**src/aeu_pkg.sv**
```systemverilog
package aeu_pkg;

    // Default buffer depth of the feedback delay
    localparam int AEU_MAX_DELAY = 32768;

    // APB address width: three 32-bit registers at byte addresses 0, 4, 8
    localparam int PADDR_W = 4;
    localparam int PDATA_W = 32;

    // Register indexes (paddr[3:2])
    localparam logic [1:0] REG_MODE   = 2'd0;
    localparam logic [1:0] REG_GAIN   = 2'd1;
    localparam logic [1:0] REG_LENGTH = 2'd2;

    // Reset values
    localparam logic [15:0] GAIN_ONE     = 16'd32768;
    localparam logic [15:0] LENGTH_RESET = 16'd1;

    localparam logic signed [15:0] SAMPLE_MAX = 16'sh7fff;
    localparam logic signed [15:0] SAMPLE_MIN = 16'sh8000;

    typedef enum logic [1:0] {
        MODE_LOWPASS  = 2'd0,
        MODE_HIGHPASS = 2'd1,
        MODE_DISTORT  = 2'd2,
        MODE_DELAY    = 2'd3
    } t_mode;

    typedef struct packed {
        t_mode       mode;
        logic [15:0] gain;
        logic [15:0] length;
    } t_cfg;

    // round(32767 * tanh(i/8)) for i = 0..64; larger indexes hold full scale
    function automatic logic [14:0] f_tanh(input logic [6:0] idx);
        logic [14:0] v;
        case (idx)
            7'd0:  v = 15'd0;
            7'd1:  v = 15'd4075;
            7'd2:  v = 15'd8025;
            7'd3:  v = 15'd11742;
            7'd4:  v = 15'd15142;
            7'd5:  v = 15'd18173;
            7'd6:  v = 15'd20812;
            7'd7:  v = 15'd23065;
            7'd8:  v = 15'd24955;
            7'd9:  v = 15'd26518;
            7'd10: v = 15'd27796;
            7'd11: v = 15'd28829;
            7'd12: v = 15'd29659;
            7'd13: v = 15'd30321;
            7'd14: v = 15'd30846;
            7'd15: v = 15'd31261;
            7'd16: v = 15'd31588;
            7'd17: v = 15'd31845;
            7'd18: v = 15'd32047;
            7'd19: v = 15'd32205;
            7'd20: v = 15'd32328;
            7'd21: v = 15'd32425;
            7'd22: v = 15'd32500;
            7'd23: v = 15'd32559;
            7'd24: v = 15'd32605;
            7'd25: v = 15'd32641;
            7'd26: v = 15'd32669;
            7'd27: v = 15'd32690;
            7'd28: v = 15'd32707;
            7'd29: v = 15'd32720;
            7'd30: v = 15'd32731;
            7'd31: v = 15'd32739;
            7'd32: v = 15'd32745;
            7'd33: v = 15'd32750;
            7'd34: v = 15'd32754;
            7'd35: v = 15'd32757;
            7'd36: v = 15'd32759;
            7'd37: v = 15'd32761;
            7'd38: v = 15'd32762;
            7'd39: v = 15'd32763;
            7'd40: v = 15'd32764;
            7'd41: v = 15'd32765;
            7'd42: v = 15'd32765;
            7'd43: v = 15'd32766;
            7'd44: v = 15'd32766;
            7'd45: v = 15'd32766;
            7'd46: v = 15'd32766;
            7'd47: v = 15'd32766;
            default: v = 15'd32767;
        endcase
        return v;
    endfunction

    // v / 2^sh truncated toward zero, then clamped to the signed 16-bit range
    function automatic logic signed [15:0] f_trunc_sat16(input logic signed [39:0] v,
                                                         input logic [3:0] sh);
        logic signed [39:0] bias;
        logic signed [39:0] t;
        bias = v[39] ? ((40'sd1 <<< sh) - 40'sd1) : 40'sd0;
        t    = (v + bias) >>> sh;
        if (t > 40'(SAMPLE_MAX)) begin
            return SAMPLE_MAX;
        end else if (t < 40'(SAMPLE_MIN)) begin
            return SAMPLE_MIN;
        end
        return t[15:0];
    endfunction

endpackage

```
**src/aeu_apb_regs.sv**
```systemverilog
module aeu_apb_regs import aeu_pkg::*; (
    input  logic               i_clk,
    input  logic               i_rst_n,
    input  logic               psel,
    input  logic               penable,
    input  logic               pwrite,
    input  logic [PADDR_W-1:0] paddr,
    input  logic [PDATA_W-1:0] pwdata,
    output logic [PDATA_W-1:0] prdata,
    output logic               pready,
    output t_cfg               o_cfg
);

    logic       w_wr;
    logic [1:0] w_idx;
    t_cfg       r_cfg;

    assign pready = 1'b1;
    assign w_wr   = psel & penable & pwrite;
    assign w_idx  = paddr[PADDR_W-1:2];

    // Register writes; an index past the last register is dropped
    always_ff @(posedge i_clk) begin
        if (!i_rst_n) begin
            r_cfg.mode   <= MODE_LOWPASS;
            r_cfg.gain   <= GAIN_ONE;
            r_cfg.length <= LENGTH_RESET;
        end else if (w_wr) begin
            case (w_idx)
                REG_MODE:   r_cfg.mode   <= t_mode'(pwdata[1:0]);
                REG_GAIN:   r_cfg.gain   <= pwdata[15:0];
                REG_LENGTH: r_cfg.length <= pwdata[15:0];
                default:    r_cfg        <= r_cfg;
            endcase
        end
    end

    // Read back
    always_comb begin
        case (w_idx)
            REG_MODE:   prdata = {30'd0, r_cfg.mode};
            REG_GAIN:   prdata = {16'd0, r_cfg.gain};
            REG_LENGTH: prdata = {16'd0, r_cfg.length};
            default:    prdata = '0;
        endcase
    end

    assign o_cfg = r_cfg;

endmodule

```
**config.mk**
```make
export PLATFORM = sky130hd
export DESIGN_NAME = aeu_apb_regs
export DESIGN_NICKNAME = d
export VERILOG_FILES = /design/src/aeu_pkg.sv /design/src/aeu_apb_regs.sv
export SDC_FILE = /design/constraint.sdc
export NUM_CORES = 1
export LEC_CHECK = 0
export ABC_CLOCK_PERIOD_IN_PS = 1300
export BUFFER_PORTS_ARGS = -buffer_cell sky130_fd_sc_hd__buf_2
export CORE_AREA = 2 2 67 69
export DETAILED_ROUTE_END_ITERATION = 7
export DIE_AREA = 0 0 69 71
export PLACE_DENSITY = 0.77
export RECOVER_POWER = 100
export SYNTH_ARGS = -nofsm -noshare
export SYNTH_HDL_FRONTEND = slang
export SYNTH_SLANG_ARGS = --single-unit
```
**constraint.sdc**
```tcl
create_clock -name i_clk -period 1.3 [get_ports i_clk]
set_input_delay 0.13 -clock i_clk [delete_from_list [all_inputs] [get_ports i_clk]]
set_output_delay 0.13 -clock i_clk [all_outputs]
set_load 0.005 [all_outputs]
```
# Word level (Yosys, flattened, before mapping)
# Cells that the tools add are included.
totals:
  regBits: 34
  ramBits: 0
  word_cells: 12
  rom_bits: 0
  latchBits: 0
  mem_count: 0
op_classes:
  order_cmp: 0
  reduce_logical: 4
  n_mux: 1
  n_div: 0
  multipliers: 0
  n_bitwise: 2
  shifts: 0
  eq_ne: 2
  n_addsub: 0
op_table:
  columns: ["cell", "n"]
  rows:
  - ["16-bit case mux with 3 select lines", 1]
  - ["2-bit AND reduction", 3]
  - ["1-bit bitwise AND", 2]
  - ["2-bit by 1-bit equality test with 1-bit output (second input constant)", 1]
  - ["2-bit equality test (second input constant)", 1]
  - ["2-bit zero test", 1]

# Longest topological paths before layout
depth:
  ltp_word: 3
  depth_mapped: 6
  mapped_depth_nobuf: 3

# Worst setup path after synthesis
# No wires, ideal clock.
synth_timing:
  path_type: "input to register"
  startpoint: "input port paddr[3]"
  endpoint: "register r_cfg (netlist bit o_cfg[10])"
  t_arrival_ns: 0.959
  path_stages: 6
  path_buffers: 3
  setup_ns: 0.072
  t_required_ns: 1.228
  path_slack_ns: 0.270
  cell_sequence: "nor2b_1 -> buf_6 -> and2_4 -> buf_6 -> buf_8 -> mux2i_1"
synth_via:
  elab_chain_cells: 2
synth_rtl:
  columns: ["element", "line_no", "text"]
  rows:
  - ["start, declared", "aeu_apb_regs.sv:7", "input logic [PADDR_W-1:0] paddr,"]
  - ["2-bit equality test", "aeu_apb_regs.sv:29", "case (w_idx)"]
  - ["2-bit AND reduction (no source line)", null, null]
  - ["end signal, assigned", "aeu_apb_regs.sv:33", "default: r_cfg <= r_cfg;"]
  - ["end, declared", "aeu_apb_regs.sv:16", "t_cfg r_cfg;"]
# Every way passes these cells.
# A chain may end at the register's enable or synchronous reset.

# Worst setup path in the final report
layout_timing:
  startpoint: "input port paddr[2]"
  endpoint: "output port prdata[4]"
layout_via:
  elab_chain_cells: 2
  word_cells_on_any_way: 4
layout_rtl:
  columns: ["element", "line_no", "text"]
  rows:
  - ["2-bit equality test, or another cell as far along", "aeu_apb_regs.sv:40", "case (w_idx)"]
  - ["16-bit case mux with 3 select lines *", "aeu_apb_regs.sv:40", null]
  - ["end, declared", "aeu_apb_regs.sv:9", "output logic [PDATA_W-1:0] prdata,"]
# Every way passes the cells marked *; elsewhere a longest branch is shown, timed or not.

==> results.txt <==
status: complete, no violations
Total Routing Usage GR: 14.8%
P_leak: 0.963 nW
die height: 71 um
I/O pin count: 108
EDFF count, synth: 0
GP Congestion: 0.736
Setup WS post-layout: 0.117 ns
Pwr Total: 1.97 mW
Clock Skew: 0 ns
WP data required: 1.17 ns
Syn-to-layout area delta: 21.2%
ys flop type: dfxtp_1
antenna cell count: 0
Seq/Total Area, Yosys: 40.6%
Max Freq: 845 MHz
worst hold path class: in2reg
Distinct cells, synth: 20
initial core utilization: 39.9%
cts bufs inserted: 5
residual DRC count: 0
most frequent cells in the layout: 61 x buf_2, 51 x nand2_1, 34 x mux2i_1, 34 x dfxtp_1, 17 x conb_1
WL final: 3620 um
Final Cycle Share: 91.0%
Routed WL per cell: 12.0 um
Die W: 69 um
Vias per Instance: 4.59
CTS Root Cell: clkbuf_8
H-Tree Depth: 2
most common cell after layout, fill and taps aside: buf_2
Mapped Cells: 180
clk slew on worst S/H paths: 0.06 ns
kind of critical path: in2out
post-route insts no fill: 302
DP Worst Slack: -0.0763 ns
die area: 4900 um^2
vias in the first global route: 1192
Post-Place Cell Area: 1980 um^2
Arr. time, crit path: 1.05 ns
Layout Utilization: 48.4%
clk sinks: 34
Final setup viols: 0
type of origin of the critical path: primary input
Core ar.: 4200 um^2
Syn Area/Cell: 9.32 um^2
DP Wirelength: 2530 um
post-route ant nets: 0
peak supply drop: 0.000551 V
Ys Warns: 0
CTS tree: done
grt total ovfl: 0
Worst Max-Slew Pin Slew: 0.538 ns
final slew viol count: 0
Bufs on Longest Clock Path: 2
CP Capture Type: output pin
filler instances: 433
first-pass GRT wire length: 5750 um
min Tclk post-route: 1.18 ns
initial antenna violation count: 0
placed instance count: 295
Largest register FFs: 34
FF+latch count, synth: 34
via count: 1385
Final Hold Viols: 0
Skew-Pair Late Insertion Delay: 0.28 ns
share of post-route cells with drive strength above 1: 30.8%
router iterations before antenna repair: 4
Slew headroom: 64.1%
hold_buf cts: 0
P per Cell Area: 970 nW/um^2
RSZ-0062 raised after global routing: false
largest net degree at the start of global routing: 51
synthesized cell area: 1680 um^2
initial DRC count: 49
Crit Path Max Fanout: 5
cell row count: 24
IO buf count: 72
Finished Cell Area: 2030 um^2
max_cap viols: 0
Nets: 291
async set-reset flop share out of synthesis: 0%
-- cells by family (layout without fill, tap and decap cells) --
logic type / after synthesis / in the layout / synth area share [%]
AOI/OAI and AO/OA: 18 / 18 / 9.10
buffers and inverters: 33 / 88 / 15.2
DFF: 34 / 34 / 40.6
muxes: 34 / 34 / 20.3
other: 2 / 17 / 0.448
and+or+nand+nor: 59 / 59 / 14.4
-- cells in the mapped netlist, types with 2 or more instances --
cell type | instances | area (um^2)
conb_1 | 2 | 7.51
buf_4 | 17 | 128
nand2_1 | 51 | 191
a22o_1 | 14 | 123
dfxtp_1 | 34 | 681
inv_1 | 2 | 7.51
buf_12 | 2 | 40.0
buf_6 | 3 | 33.8
nor2b_1 | 2 | 12.5
nand3_1 | 2 | 10.0
o21ai_0 | 2 | 10.0
mux2i_1 | 34 | 340
clkbuf_1 | 7 | 26.3
and2_4 | 2 | 17.5
-- final cells by class --
type | instances | area [um^2] | area share, %
Timing Repair Buffer | 79 | 403 | 19.8
Clock buffer | 7 | 76.3 | 3.75
Tap cell | 52 | 65.1 | 3.20
Inverter | 2 | 7.51 | 0.369
Multi-Input combinational cell | 128 | 801 | 39.4
Sequential cell | 34 | 681 | 33.5
-- routing by layer --
metal  vias to the layer above  share of wire [%]  track usage, %
li1                        703                  -               -
met1                       624                 46            18.4
met2                        56                 45            23.7
met3                         2                8.0            5.70
met4                         0               0.47            4.58
met5                         -                  0               0
-- final timing paths --
kind / startpoint / end / slack (ns) / depth (start not counted)
worst max-delay path: paddr[2] / prdata[4] / 0.12 / 5
worst max register to register: o_cfg[31] / o_cfg[31] / 0.67 / 2
worst min register to register: o_cfg[7] / o_cfg[7] / 0.47 / 2
worst min-delay path: pwdata[15] / o_cfg[15] / 0.11 / 3
-- power by group --
| part | switching [mW] | leakage [nW] | internal [mW] |
|---|---|---|---|
| clock | 0.350 | 0.0383 | 0.368 |
| combinational | 0.108 | 0.650 | 0.0797 |
| sequential | 0.0101 | 0.275 | 1.06 |
-- stage by stage --
stage | hold WS (ns) | setup TNS, ns
after floorplan | 0.272 | 0
after global placement | 0.394 | -0.189
after detailed placement | 0.399 | -0.731
after CTS | 0.0984 | 0
after global routing | 0.115 | 0
final | 0.105 | 0
-- critical path, stage by stage --
cell	delay [ns]
clkbuf_2	0.17
nor2b_2	0.24
clkbuf_1	0.20
a22o_1	0.17
clkbuf_1	0.15
-- repair_timing --
item                                    CTS  global route
endpoints found under the setup margin    0            10
resized for setup                         0             2
setup buffers                             0             0
(Power assumes the default switching activity.)
